**src/rtl/note_record_decoder_defines.svh**
```systemverilog
// Assertion macros for the note record decoder.
// No dependencies; taken in by the modules that carry assertions.
`ifndef NOTE_RECORD_DECODER_DEFINES_SVH
`define NOTE_RECORD_DECODER_DEFINES_SVH

`ifndef SYNTHESIS
// same-cycle implication
`define NRD_ASSERT_NOW(label, ante, cons) \
    label: assert property (@(posedge i_clk) disable iff (!i_rst_n) (ante) |-> (cons)) \
        else $error("nrd assertion failed");
// next-cycle implication
`define NRD_ASSERT_NEXT(label, ante, cons) \
    label: assert property (@(posedge i_clk) disable iff (!i_rst_n) (ante) |=> (cons)) \
        else $error("nrd assertion failed");
`else
`define NRD_ASSERT_NOW(label, ante, cons)
`define NRD_ASSERT_NEXT(label, ante, cons)
`endif

`endif

```
**src/rtl/nrd_pkg.sv**
```systemverilog
// Shared types and constants of the note record decoder.
// No dependencies.
package nrd_pkg;

    localparam int MAX_TRACKS = 16;
    localparam int TRACK_W    = $clog2(MAX_TRACKS);
    localparam int NT_W       = 5;
    localparam int BYTE_W     = 8;
    localparam int WORD_W     = 16;
    localparam int DIV_STEPS  = BYTE_W;
    localparam int CNT_W      = $clog2(DIV_STEPS);
    localparam int CFG_IDX_W  = 3;

    localparam logic [BYTE_W-1:0] VEL_DEFAULT = 8'd127;
    localparam logic [WORD_W-1:0] IDX_FULL    = 16'hFFFF;

    localparam logic [1:0] OUT_REST = 2'd0;
    localparam logic [1:0] OUT_OMIT = 2'd1;
    localparam logic [1:0] OUT_NOTE = 2'd2;

    localparam logic [CFG_IDX_W-1:0] CFG_NUM_TRACKS   = 3'd0;
    localparam logic [CFG_IDX_W-1:0] CFG_RESTS_EN     = 3'd1;
    localparam logic [CFG_IDX_W-1:0] CFG_VELOCITY_EN  = 3'd2;
    localparam logic [CFG_IDX_W-1:0] CFG_OMIT_SEL     = 3'd3;
    localparam logic [CFG_IDX_W-1:0] CFG_INTERVAL_MSK = 3'd4;
    localparam logic [CFG_IDX_W-1:0] CFG_DURATION_MSK = 3'd5;
    localparam logic [CFG_IDX_W-1:0] CFG_PITCH_MSK    = 3'd6;
    localparam logic [CFG_IDX_W-1:0] CFG_VELOCITY_MSK = 3'd7;

    typedef enum logic [2:0] {
        S_IDLE,
        S_DIVIDE,
        S_READ,
        S_ONSET,
        S_OFFSET,
        S_WRITE
    } t_state;

    typedef struct packed {
        logic load_in;
        logic div_step;
        logic read;
        logic onset;
        logic offset;
        logic commit;
    } t_cmd;

    typedef struct packed {
        logic out_busy;
    } t_stat;

endpackage

```
**src/rtl/nrd_ctrl.sv**
```systemverilog
// Controller of the note record decoder: sequences divide, read, add and commit.
// Depends on nrd_pkg and note_record_decoder_defines.svh.
`include "note_record_decoder_defines.svh"
module nrd_ctrl
    import nrd_pkg::*;
(
    input  logic  i_clk,
    input  logic  i_rst_n,
    input  logic  i_in_valid,
    output logic  o_in_stall,
    input  t_stat i_stat,
    output t_cmd  o_cmd
);

    t_state           r_state, n_state;
    logic [CNT_W-1:0] r_cnt;

    always_ff @(posedge i_clk) begin
        if (!i_rst_n) begin
            r_state <= S_IDLE;
            r_cnt   <= '0;
        end else begin
            r_state <= n_state;
            if (o_cmd.load_in) begin
                r_cnt <= '0;
            end else if (o_cmd.div_step) begin
                r_cnt <= r_cnt + 1'b1;
            end
        end
    end

    always_comb begin
        n_state = r_state;
        unique case (r_state)
            S_IDLE: begin
                if (i_in_valid) n_state = S_DIVIDE;
            end
            S_DIVIDE: begin
                if (r_cnt == CNT_W'(DIV_STEPS - 1)) n_state = S_READ;
            end
            S_READ:   n_state = S_ONSET;
            S_ONSET:  n_state = S_OFFSET;
            S_OFFSET: n_state = S_WRITE;
            S_WRITE: begin
                if (!i_stat.out_busy) n_state = S_IDLE;
            end
            default:  n_state = S_IDLE;
        endcase
    end

    always_comb begin
        o_cmd      = '0;
        o_in_stall = (r_state != S_IDLE) || !i_rst_n;
        unique case (r_state)
            S_IDLE:   o_cmd.load_in  = i_in_valid && i_rst_n;
            S_DIVIDE: o_cmd.div_step = 1'b1;
            S_READ:   o_cmd.read     = 1'b1;
            S_ONSET:  o_cmd.onset    = 1'b1;
            S_OFFSET: o_cmd.offset   = 1'b1;
            S_WRITE:  o_cmd.commit   = !i_stat.out_busy;
            default:  o_cmd          = '0;
        endcase
    end

    `NRD_ASSERT_NEXT(a_commit_to_idle, o_cmd.commit, r_state == S_IDLE)
    `NRD_ASSERT_NOW(a_single_cmd, 1'b1, $onehot0(o_cmd))

endmodule

```
**src/rtl/nrd_datapath.sv**
```systemverilog
// Datapath of the note record decoder: configuration, track selection divider,
// per-track state and the result register.
// Depends on nrd_pkg and note_record_decoder_defines.svh.
`include "note_record_decoder_defines.svh"
module nrd_datapath
    import nrd_pkg::*;
(
    input  logic                 i_clk,
    input  logic                 i_rst_n,
    input  t_cmd                 i_cmd,
    output t_stat                o_stat,
    input  logic                 i_cfg_we,
    input  logic [CFG_IDX_W-1:0] i_cfg_index,
    input  logic [BYTE_W-1:0]    i_cfg_data,
    input  logic [BYTE_W-1:0]    i_track_byte,
    input  logic [BYTE_W-1:0]    i_interval_byte,
    input  logic [BYTE_W-1:0]    i_duration_byte,
    input  logic [BYTE_W-1:0]    i_pitch_byte,
    input  logic [BYTE_W-1:0]    i_velocity_byte,
    input  logic                 i_out_stall,
    output logic                 o_out_valid,
    output logic [1:0]           o_outcome,
    output logic [TRACK_W-1:0]   o_track,
    output logic [WORD_W-1:0]    o_note_index,
    output logic [WORD_W-1:0]    o_inter_onset,
    output logic [BYTE_W-1:0]    o_duration,
    output logic [WORD_W-1:0]    o_onset,
    output logic [WORD_W-1:0]    o_offset,
    output logic [BYTE_W-1:0]    o_pitch,
    output logic [BYTE_W-1:0]    o_velocity,
    output logic [WORD_W-1:0]    o_track_length,
    output logic [WORD_W-1:0]    o_overall_length,
    output logic                 o_onset_wrapped
);

    // configuration
    logic [NT_W-1:0]   r_num_tracks;
    logic              r_rests_en;
    logic              r_vel_en;
    logic [2:0]        r_omit_sel;
    logic [BYTE_W-1:0] r_imask, r_dmask, r_pmask, r_vmask;

    // captured request
    logic [BYTE_W-1:0] r_tb, r_ib, r_db, r_pb, r_vb;

    // divider
    logic [TRACK_W:0]  r_rem;
    logic [NT_W-1:0]   n_eff;
    logic [TRACK_W:0]  n_trial;
    logic [TRACK_W:0]  n_rem;
    logic [TRACK_W-1:0] w_trk;

    // per-track state
    logic [WORD_W-1:0] r_pend [MAX_TRACKS];
    logic [WORD_W-1:0] r_last [MAX_TRACKS];
    logic [WORD_W-1:0] r_tlen [MAX_TRACKS];
    logic [WORD_W-1:0] r_ncnt [MAX_TRACKS];
    logic [WORD_W-1:0] r_max;

    // working registers
    logic [1:0]        r_kind;
    logic [WORD_W-1:0] r_ioi, r_prev, r_len, r_idx, r_onset, r_offset, r_newlen;
    logic [WORD_W-1:0] n_offset, n_newlen, n_max;
    logic [BYTE_W-1:0] n_dur, n_pitch, n_vel, n_vmasked;
    logic              n_rest, n_omit;

    always_comb begin
        if (r_num_tracks == '0) begin
            n_eff = NT_W'(1);
        end else if (r_num_tracks > NT_W'(MAX_TRACKS)) begin
            n_eff = NT_W'(MAX_TRACKS);
        end else begin
            n_eff = r_num_tracks;
        end
        n_trial = {r_rem[TRACK_W-1:0], r_tb[BYTE_W-1]};
        n_rem   = ({1'b0, n_trial} >= {1'b0, n_eff}) ?
                  (TRACK_W+1)'({1'b0, n_trial} - {1'b0, n_eff}) : n_trial;
        w_trk   = r_rem[TRACK_W-1:0];

        n_dur     = r_db & r_dmask;
        n_pitch   = r_pb & r_pmask;
        n_vmasked = r_vb & r_vmask;
        n_vel     = r_vel_en ? n_vmasked : VEL_DEFAULT;
        n_rest    = r_rests_en && r_pb[BYTE_W-1] && (!r_vel_en || r_vb[BYTE_W-1]);
        n_omit    = (r_omit_sel[0] && (n_dur == '0)) ||
                    (r_omit_sel[1] && (n_pitch == '0)) ||
                    (r_vel_en && r_omit_sel[2] && (n_vmasked == '0));

        n_offset = r_onset + WORD_W'(n_dur);
        n_newlen = (r_len < n_offset) ? n_offset : r_len;
        n_max    = (r_max < r_newlen) ? r_newlen : r_max;

        o_stat.out_busy = o_out_valid && i_out_stall;
    end

    always_ff @(posedge i_clk) begin
        if (!i_rst_n) begin
            r_num_tracks <= NT_W'(1);
            r_rests_en   <= 1'b0;
            r_vel_en     <= 1'b0;
            r_omit_sel   <= '0;
            r_imask      <= 8'd255;
            r_dmask      <= 8'd255;
            r_pmask      <= 8'd127;
            r_vmask      <= 8'd127;
        end else if (i_cfg_we) begin
            unique case (i_cfg_index)
                CFG_NUM_TRACKS:   r_num_tracks <= i_cfg_data[NT_W-1:0];
                CFG_RESTS_EN:     r_rests_en   <= i_cfg_data[0];
                CFG_VELOCITY_EN:  r_vel_en     <= i_cfg_data[0];
                CFG_OMIT_SEL:     r_omit_sel   <= i_cfg_data[2:0];
                CFG_INTERVAL_MSK: r_imask      <= i_cfg_data;
                CFG_DURATION_MSK: r_dmask      <= i_cfg_data;
                CFG_PITCH_MSK:    r_pmask      <= i_cfg_data;
                CFG_VELOCITY_MSK: r_vmask      <= i_cfg_data;
                default: ;
            endcase
        end
    end

    always_ff @(posedge i_clk) begin
        if (i_cmd.load_in) begin
            r_tb  <= i_track_byte;
            r_ib  <= i_interval_byte;
            r_db  <= i_duration_byte;
            r_pb  <= i_pitch_byte;
            r_vb  <= i_velocity_byte;
            r_rem <= '0;
        end else if (i_cmd.div_step) begin
            r_tb  <= {r_tb[BYTE_W-2:0], 1'b0};
            r_rem <= n_rem;
        end
        if (i_cmd.read) begin
            r_kind <= n_rest ? OUT_REST : (n_omit ? OUT_OMIT : OUT_NOTE);
            r_ioi  <= r_pend[w_trk] + WORD_W'(n_rest ? r_ib : (r_ib & r_imask));
            r_prev <= r_last[w_trk];
            r_len  <= r_tlen[w_trk];
            r_idx  <= r_ncnt[w_trk];
        end
        if (i_cmd.onset) begin
            r_onset <= r_prev + r_ioi;
        end
        if (i_cmd.offset) begin
            r_offset <= n_offset;
        end
        if (i_cmd.offset) begin
            r_newlen <= n_newlen;
        end
    end

    // track state and running maximum
    always_ff @(posedge i_clk) begin
        if (!i_rst_n) begin
            for (int k = 0; k < MAX_TRACKS; k++) begin
                r_pend[k] <= '0;
                r_last[k] <= '0;
                r_tlen[k] <= '0;
                r_ncnt[k] <= '0;
            end
            r_max <= '0;
        end else if (i_cmd.commit) begin
            unique case (r_kind)
                OUT_REST: r_pend[w_trk] <= r_ioi;
                OUT_NOTE: begin
                    r_pend[w_trk] <= '0;
                    r_last[w_trk] <= r_onset;
                    r_tlen[w_trk] <= r_newlen;
                    r_max         <= n_max;
                    if (r_idx != IDX_FULL) r_ncnt[w_trk] <= r_idx + 1'b1;
                end
                default: ;
            endcase
        end
    end

    // result register
    always_ff @(posedge i_clk) begin
        if (!i_rst_n) begin
            o_out_valid <= 1'b0;
        end else if (i_cmd.commit) begin
            o_out_valid <= 1'b1;
        end else if (!i_out_stall) begin
            o_out_valid <= 1'b0;
        end
    end

    always_ff @(posedge i_clk) begin
        if (i_cmd.commit) begin
            o_outcome        <= r_kind;
            o_track          <= w_trk;
            o_note_index     <= '0;
            o_inter_onset    <= '0;
            o_duration       <= '0;
            o_onset          <= '0;
            o_offset         <= '0;
            o_pitch          <= '0;
            o_velocity       <= '0;
            o_track_length   <= '0;
            o_overall_length <= '0;
            o_onset_wrapped  <= 1'b0;
            if (r_kind == OUT_NOTE) begin
                o_note_index     <= r_idx;
                o_inter_onset    <= r_ioi;
                o_duration       <= n_dur;
                o_onset          <= r_onset;
                o_offset         <= r_offset;
                o_pitch          <= n_pitch;
                o_velocity       <= n_vel;
                o_track_length   <= r_newlen;
                o_overall_length <= n_max;
                o_onset_wrapped  <= (r_onset < r_prev);
            end
        end
    end

    `NRD_ASSERT_NOW(a_rem_in_range, i_cmd.read, {1'b0, r_rem} < {1'b0, n_eff})
    `NRD_ASSERT_NOW(a_valid_from_commit, $rose(o_out_valid), $past(i_cmd.commit))
    `NRD_ASSERT_NOW(a_no_commit_when_busy, i_cmd.commit, !(o_out_valid && i_out_stall))
    `NRD_ASSERT_NOW(a_blank_when_not_note,
        o_out_valid && (o_outcome != OUT_NOTE),
        (o_note_index == '0) && (o_overall_length == '0) && !o_onset_wrapped)

endmodule

```
**src/rtl/note_record_decoder.sv**
```systemverilog
// Top level of the note record decoder: controller and datapath.
// Depends on nrd_pkg, nrd_ctrl and nrd_datapath.
//
// Input channel: i_in_valid / o_in_stall with five record bytes. A request is
// taken when valid is high and stall is low. One record is decoded at a time.
// Output channel: o_out_valid / i_out_stall with one result per record.
// Configuration: i_cfg_valid / o_cfg_ready, register index and data; write only
// while no record is in flight.
// Sequence: after a request is taken, the track is chosen by a restoring
// divider that resolves one bit of the track byte per cycle, then the read,
// two adds and the write back of the per-track state follow; the result is
// registered at the write back, and only then is a new record taken.
// The result sits in an output register, so a new record is taken while the
// previous result waits; a stalled result holds the commit of the next one.
// Reset (synchronous, active low) clears all track state and loads the
// default configuration; both request channels are held off during reset.
module note_record_decoder
    import nrd_pkg::*;
(
    input  logic                 i_clk,
    input  logic                 i_rst_n,
    input  logic                 i_cfg_valid,
    output logic                 o_cfg_ready,
    input  logic [CFG_IDX_W-1:0] i_cfg_index,
    input  logic [BYTE_W-1:0]    i_cfg_data,
    input  logic                 i_in_valid,
    output logic                 o_in_stall,
    input  logic [BYTE_W-1:0]    i_track_byte,
    input  logic [BYTE_W-1:0]    i_interval_byte,
    input  logic [BYTE_W-1:0]    i_duration_byte,
    input  logic [BYTE_W-1:0]    i_pitch_byte,
    input  logic [BYTE_W-1:0]    i_velocity_byte,
    output logic                 o_out_valid,
    input  logic                 i_out_stall,
    output logic [1:0]           o_outcome,
    output logic [TRACK_W-1:0]   o_track,
    output logic [WORD_W-1:0]    o_note_index,
    output logic [WORD_W-1:0]    o_inter_onset,
    output logic [BYTE_W-1:0]    o_duration,
    output logic [WORD_W-1:0]    o_onset,
    output logic [WORD_W-1:0]    o_offset,
    output logic [BYTE_W-1:0]    o_pitch,
    output logic [BYTE_W-1:0]    o_velocity,
    output logic [WORD_W-1:0]    o_track_length,
    output logic [WORD_W-1:0]    o_overall_length,
    output logic                 o_onset_wrapped
);

    t_cmd  w_cmd;
    t_stat w_stat;

    assign o_cfg_ready = i_rst_n;

    nrd_ctrl u_ctrl (
        .i_clk      (i_clk),
        .i_rst_n    (i_rst_n),
        .i_in_valid (i_in_valid),
        .o_in_stall (o_in_stall),
        .i_stat     (w_stat),
        .o_cmd      (w_cmd)
    );

    nrd_datapath u_datapath (
        .i_clk            (i_clk),
        .i_rst_n          (i_rst_n),
        .i_cmd            (w_cmd),
        .o_stat           (w_stat),
        .i_cfg_we         (i_cfg_valid && o_cfg_ready),
        .i_cfg_index      (i_cfg_index),
        .i_cfg_data       (i_cfg_data),
        .i_track_byte     (i_track_byte),
        .i_interval_byte  (i_interval_byte),
        .i_duration_byte  (i_duration_byte),
        .i_pitch_byte     (i_pitch_byte),
        .i_velocity_byte  (i_velocity_byte),
        .i_out_stall      (i_out_stall),
        .o_out_valid      (o_out_valid),
        .o_outcome        (o_outcome),
        .o_track          (o_track),
        .o_note_index     (o_note_index),
        .o_inter_onset    (o_inter_onset),
        .o_duration       (o_duration),
        .o_onset          (o_onset),
        .o_offset         (o_offset),
        .o_pitch          (o_pitch),
        .o_velocity       (o_velocity),
        .o_track_length   (o_track_length),
        .o_overall_length (o_overall_length),
        .o_onset_wrapped  (o_onset_wrapped)
    );

endmodule
```
**config.mk**
```make
export PLATFORM = sky130hd
export DESIGN_NAME = note_record_decoder
export DESIGN_NICKNAME = d
export VERILOG_FILES = /design/src/rtl/nrd_pkg.sv /design/src/rtl/nrd_ctrl.sv /design/src/rtl/nrd_datapath.sv /design/src/rtl/note_record_decoder.sv
export VERILOG_INCLUDE_DIRS = /design/src /design/src/rtl
export SDC_FILE = /design/constraint.sdc
export NUM_CORES = 2
export LEC_CHECK = 0
export BUFFER_PORTS_ARGS = -buffer_cell sky130_fd_sc_hd__buf_4
export CORE_MARGIN = 8
export CORE_UTILIZATION = 60
export DETAILED_ROUTE_END_ITERATION = 6
export GPL_ROUTABILITY_DRIVEN = 0
export PLACE_DENSITY = 0.77
export REMOVE_ABC_BUFFERS = 1
export SLEW_MARGIN = 30
export SYNTH_ARGS = -nofsm -noshare
export SYNTH_HDL_FRONTEND = slang
export SYNTH_SLANG_ARGS = --single-unit
export TNS_END_PERCENT = 50
```
**constraint.sdc**
```tcl
create_clock -name i_clk -period 10.05 [get_ports i_clk]
set_input_delay 2.01 -clock i_clk [delete_from_list [all_inputs] [get_ports i_clk]]
set_output_delay 2.01 -clock i_clk [all_outputs]
set_load 0.01 [all_outputs]
```
==> reports/qor.yml <==
critical_path:
  critPathLaunchType: "primary input"
  r2r_start: "u_datapath.r_rem[3]$_SDFFE_PP0P_"
  r2r_end: "u_datapath.r_ncnt[8][10]$_SDFFCE_PN0P_"
  cp.required_ns: 8.04
  endpoint_kind: "output pin"
  regToRegSetupSlack_ns: 4.91
  critPathCapture: "o_in_stall"
  critPathKind: "primary input to output pin"
  crit_start: "i_rst_n"
  path_max_fanout: 62
  critPathArrivalTime_ns: 3.72
  reg2reg_depth: 5
grt:
  grt_overflow_total: 0
  grt_pass1_vias: 35630
  grt.total_usage_pct: 28.16
  grt_max_degree: 112
  grt_pass1_wl_um: 234300
  antenna_found_initial: 7
timing:
  finalCritPeriodShare_pct: 57.04
  setup_violations: 0
  finalHoldViolCount: 0
  fmaxAchievable_mhz: 174.5
  fin_tns_setup_ns: 0
  report.final.slew_viol_count: 0
  rsz0062_at_grt: "no"
  worst_slack_ns: 4.318
  skew_ns: 0.03451
  tightest_slew_ns: 1.031
  hold_ws_ns: 0.4583
  slew_headroom_pct: 31.24
  layout_min_cycle_time_ns: 5.732
detailed_routing:
  ant_nets: 0
  drc: 0
  first_pass_iters: 6
  wl_per_cell_um: 28.57
  dr_total_vias: 36620
  wl_um: 159400
  drtIter0Drc: 5090
  viasPerCell: 6.566
clock_tree:
  clk_latency_ns: 0.77
  post-cts-setup-buffers: 0
  clkSinkCount: 1378
  clk_pin_slew_worst_paths_ns: 0.06
  root_buffer: "clkbuf_16"
  htree_levels: 4
  clock_path_buffers: 3
  cts_tree: "built"
  holdBufCountCts: 0
  cts_resized: 0
  cts_buffers: 141
layout:
  final_util_pct: 68.13
  multiInputGateArea_um2: 18800
  drive_gt1_share_pct: 21.14
  nets: 4302
  syn_to_final_growth_pct: 12.39
  regArea_um2: 40670
  nFillCells: 6504
synthesis:
  yosys.area.top_type: "edfxtp_1"
  synth_compound_area_share_pct: 2.201
  seq_area_frac_synth_pct: 66.96
  ys_ff_latch: 1378
  synth_top_area_share_pct: 64.55
  yosysWarnings: 0
  synth_common_cells: "edfxtp_1, nor2_1, and2_1"
  synth_most_common_cell: "edfxtp_1"
  avgSynthCellArea_um2: 14.90
  netlist_area_um2: 60710
  synth-simple-area-share_pct: 12.94
  synth_edf_count: 1305
  async_flop_share_pct: 0
  netlist_instances: 4074
  synthTopCellsByArea: "edfxtp_1, mux4_2, and2_1, nor2_1, dfxtp_1"
  synth_xor_area_share_pct: 0.7935
  synth_top_family_by_area: "simple AND/OR/NAND/NOR gates"
  synth_cell_types: 74
  muxShareOfSynthArea_pct: 12.50
  synthFlopType: "edfxtp_1"
  synth_fa_ha_area_share_pct: 1.863
power_and_ir_drop:
  comb_power_share_pct: 17.4
  seq_power_share_pct: 45.8
  swShare_pct: 26.34
  ir_drop_uv: 166.4
  power_density_nw_per_um2: 214.9
  p_total_mw: 14.66
  cellLeakagePower_nw: 24.29
  clockPowerShare_pct: 36.8
  internal_power_mw: 10.80
  p_switching_mw: 3.862
floorplanning:
  core_area_um2: 100100
  die_x_um: 334.1
  rows: 116
  initial_core_util_pct: 60.62
  pin_count: 186
  die_h_um: 334.1
  die_area_um2: 111600
run:
  cap_violations: 0
outcome:
  outcome: "complete, no violations"
placed_design:
  dp_slack_ns: 3.640
  dp_hpwl_um: 102200
  portBuffers: 185
worst_hold_path:
  hold_path.class: "flip-flop to flip-flop"
## state kept, by name (all words and copies together), names as in the netlist, 256 cells and up, named ones only
register / cells
u_datapath.r_last: 256
u_datapath.r_ncnt: 256
u_datapath.r_pend: 256
u_datapath.r_tlen: 256
## through the flow
step           instances  area, µm²
6_report            5578      68230
5_1_grt             5574      68220
4_1_cts             5573      68190
3_5_place_dp        5312      63420
3_3_place_gp        5308      63270
2_1_floorplan       3747      59320
## critical path, cell delays in order
cell	delay, ns
buf_6	0.21
buf_4	0.46
buf_4	0.63
nand2_1	0.11
buf_4	0.18
## worst min path at each step
| stage | from | end | slack [ns] | depth (start not counted) |
|---|---|---|---|---|
| 2_1_floorplan | u_datapath.r_dmask[0]$_SDFFE_PN1P_ | u_datapath.r_dmask[0]$_SDFFE_PN1P_ | 0.43 | 2 |
| 3_3_place_gp | u_datapath.r_dmask[2]$_SDFFE_PN1P_ | u_datapath.r_dmask[2]$_SDFFE_PN1P_ | 0.44 | 2 |
| 3_5_place_dp | u_datapath.r_dmask[2]$_SDFFE_PN1P_ | u_datapath.r_dmask[2]$_SDFFE_PN1P_ | 0.45 | 2 |
| 4_1_cts | u_datapath.r_dmask[2]$_SDFFE_PN1P_ | u_datapath.r_dmask[2]$_SDFFE_PN1P_ | 0.46 | 2 |
| 5_1_grt | u_datapath.r_vmask[1]$_SDFFE_PN1P_ | u_datapath.r_vmask[1]$_SDFFE_PN1P_ | 0.49 | 2 |
| 6_report | u_datapath.r_dmask[2]$_SDFFE_PN1P_ | u_datapath.r_dmask[2]$_SDFFE_PN1P_ | 0.46 | 2 |
## area by class of cell
type / count / share of cell area [%]
repair buffers: 268 / 3.053
well taps: 1298 / 2.380
multi-input cells: 2295 / 27.55
clock inverters: 88 / 1.458
diodes: 4 / 0.01467
flip-flops and latches: 1378 / 59.61
clock buffers: 173 / 5.532
inverters: 74 / 0.4071
## power by group through the flow
stage,registers [mW],logic [mW],clock network [mW]
floorplan,7.00,1.81,0
global placement,6.82,2.47,0
detailed placement,6.83,2.51,0
CTS,6.71,2.53,5.41
global route,6.73,2.66,5.63
finish,6.71,2.55,5.40
## layout by cell type (no fill, tap or decap), drive strengths merged, types with 5 or more instances in the layout
cell type and instances:
a22oi 5, o21a 16, nand3 73, nor2b 26, a211oi 5, or2 6, nand4 10, nor4 122
clkinv 69, nor2 561, o21ai 29, nand2b 24, nor3 148, xor2 30, a21oi 41, a21boi 7
inv 67, bufinv 18, clkinvlp 8, and3 28, edfxtp 1305, and2 346, dfxtp 73, nand2 235
mux2i 29, clkbuf 173, o31ai 16, buf 268, a21o 34, and4 5, xnor2 25, mux2 24
ha 84, a221oi 5, mux4 312, or3 5
## logic make-up after synthesis
logic type                 after synthesis
and+or+nand+nor                       1597
buffers and inverters                  401
xor gates and xnor gates                55
AOI/OAI and AO/OA                      190
adders and majority gates               88
DFF                                   1378
muxes                                  365
## metal layers
layer | global-route usage, % | part of all wire [%]
met5 | 0 | 0.017
met4 | 8.630 | 3.0
met3 | 8.235 | 13
met2 | 43.74 | 47
met1 | 38.90 | 37
No activity file was read; power rests on OpenSTA's default activity.
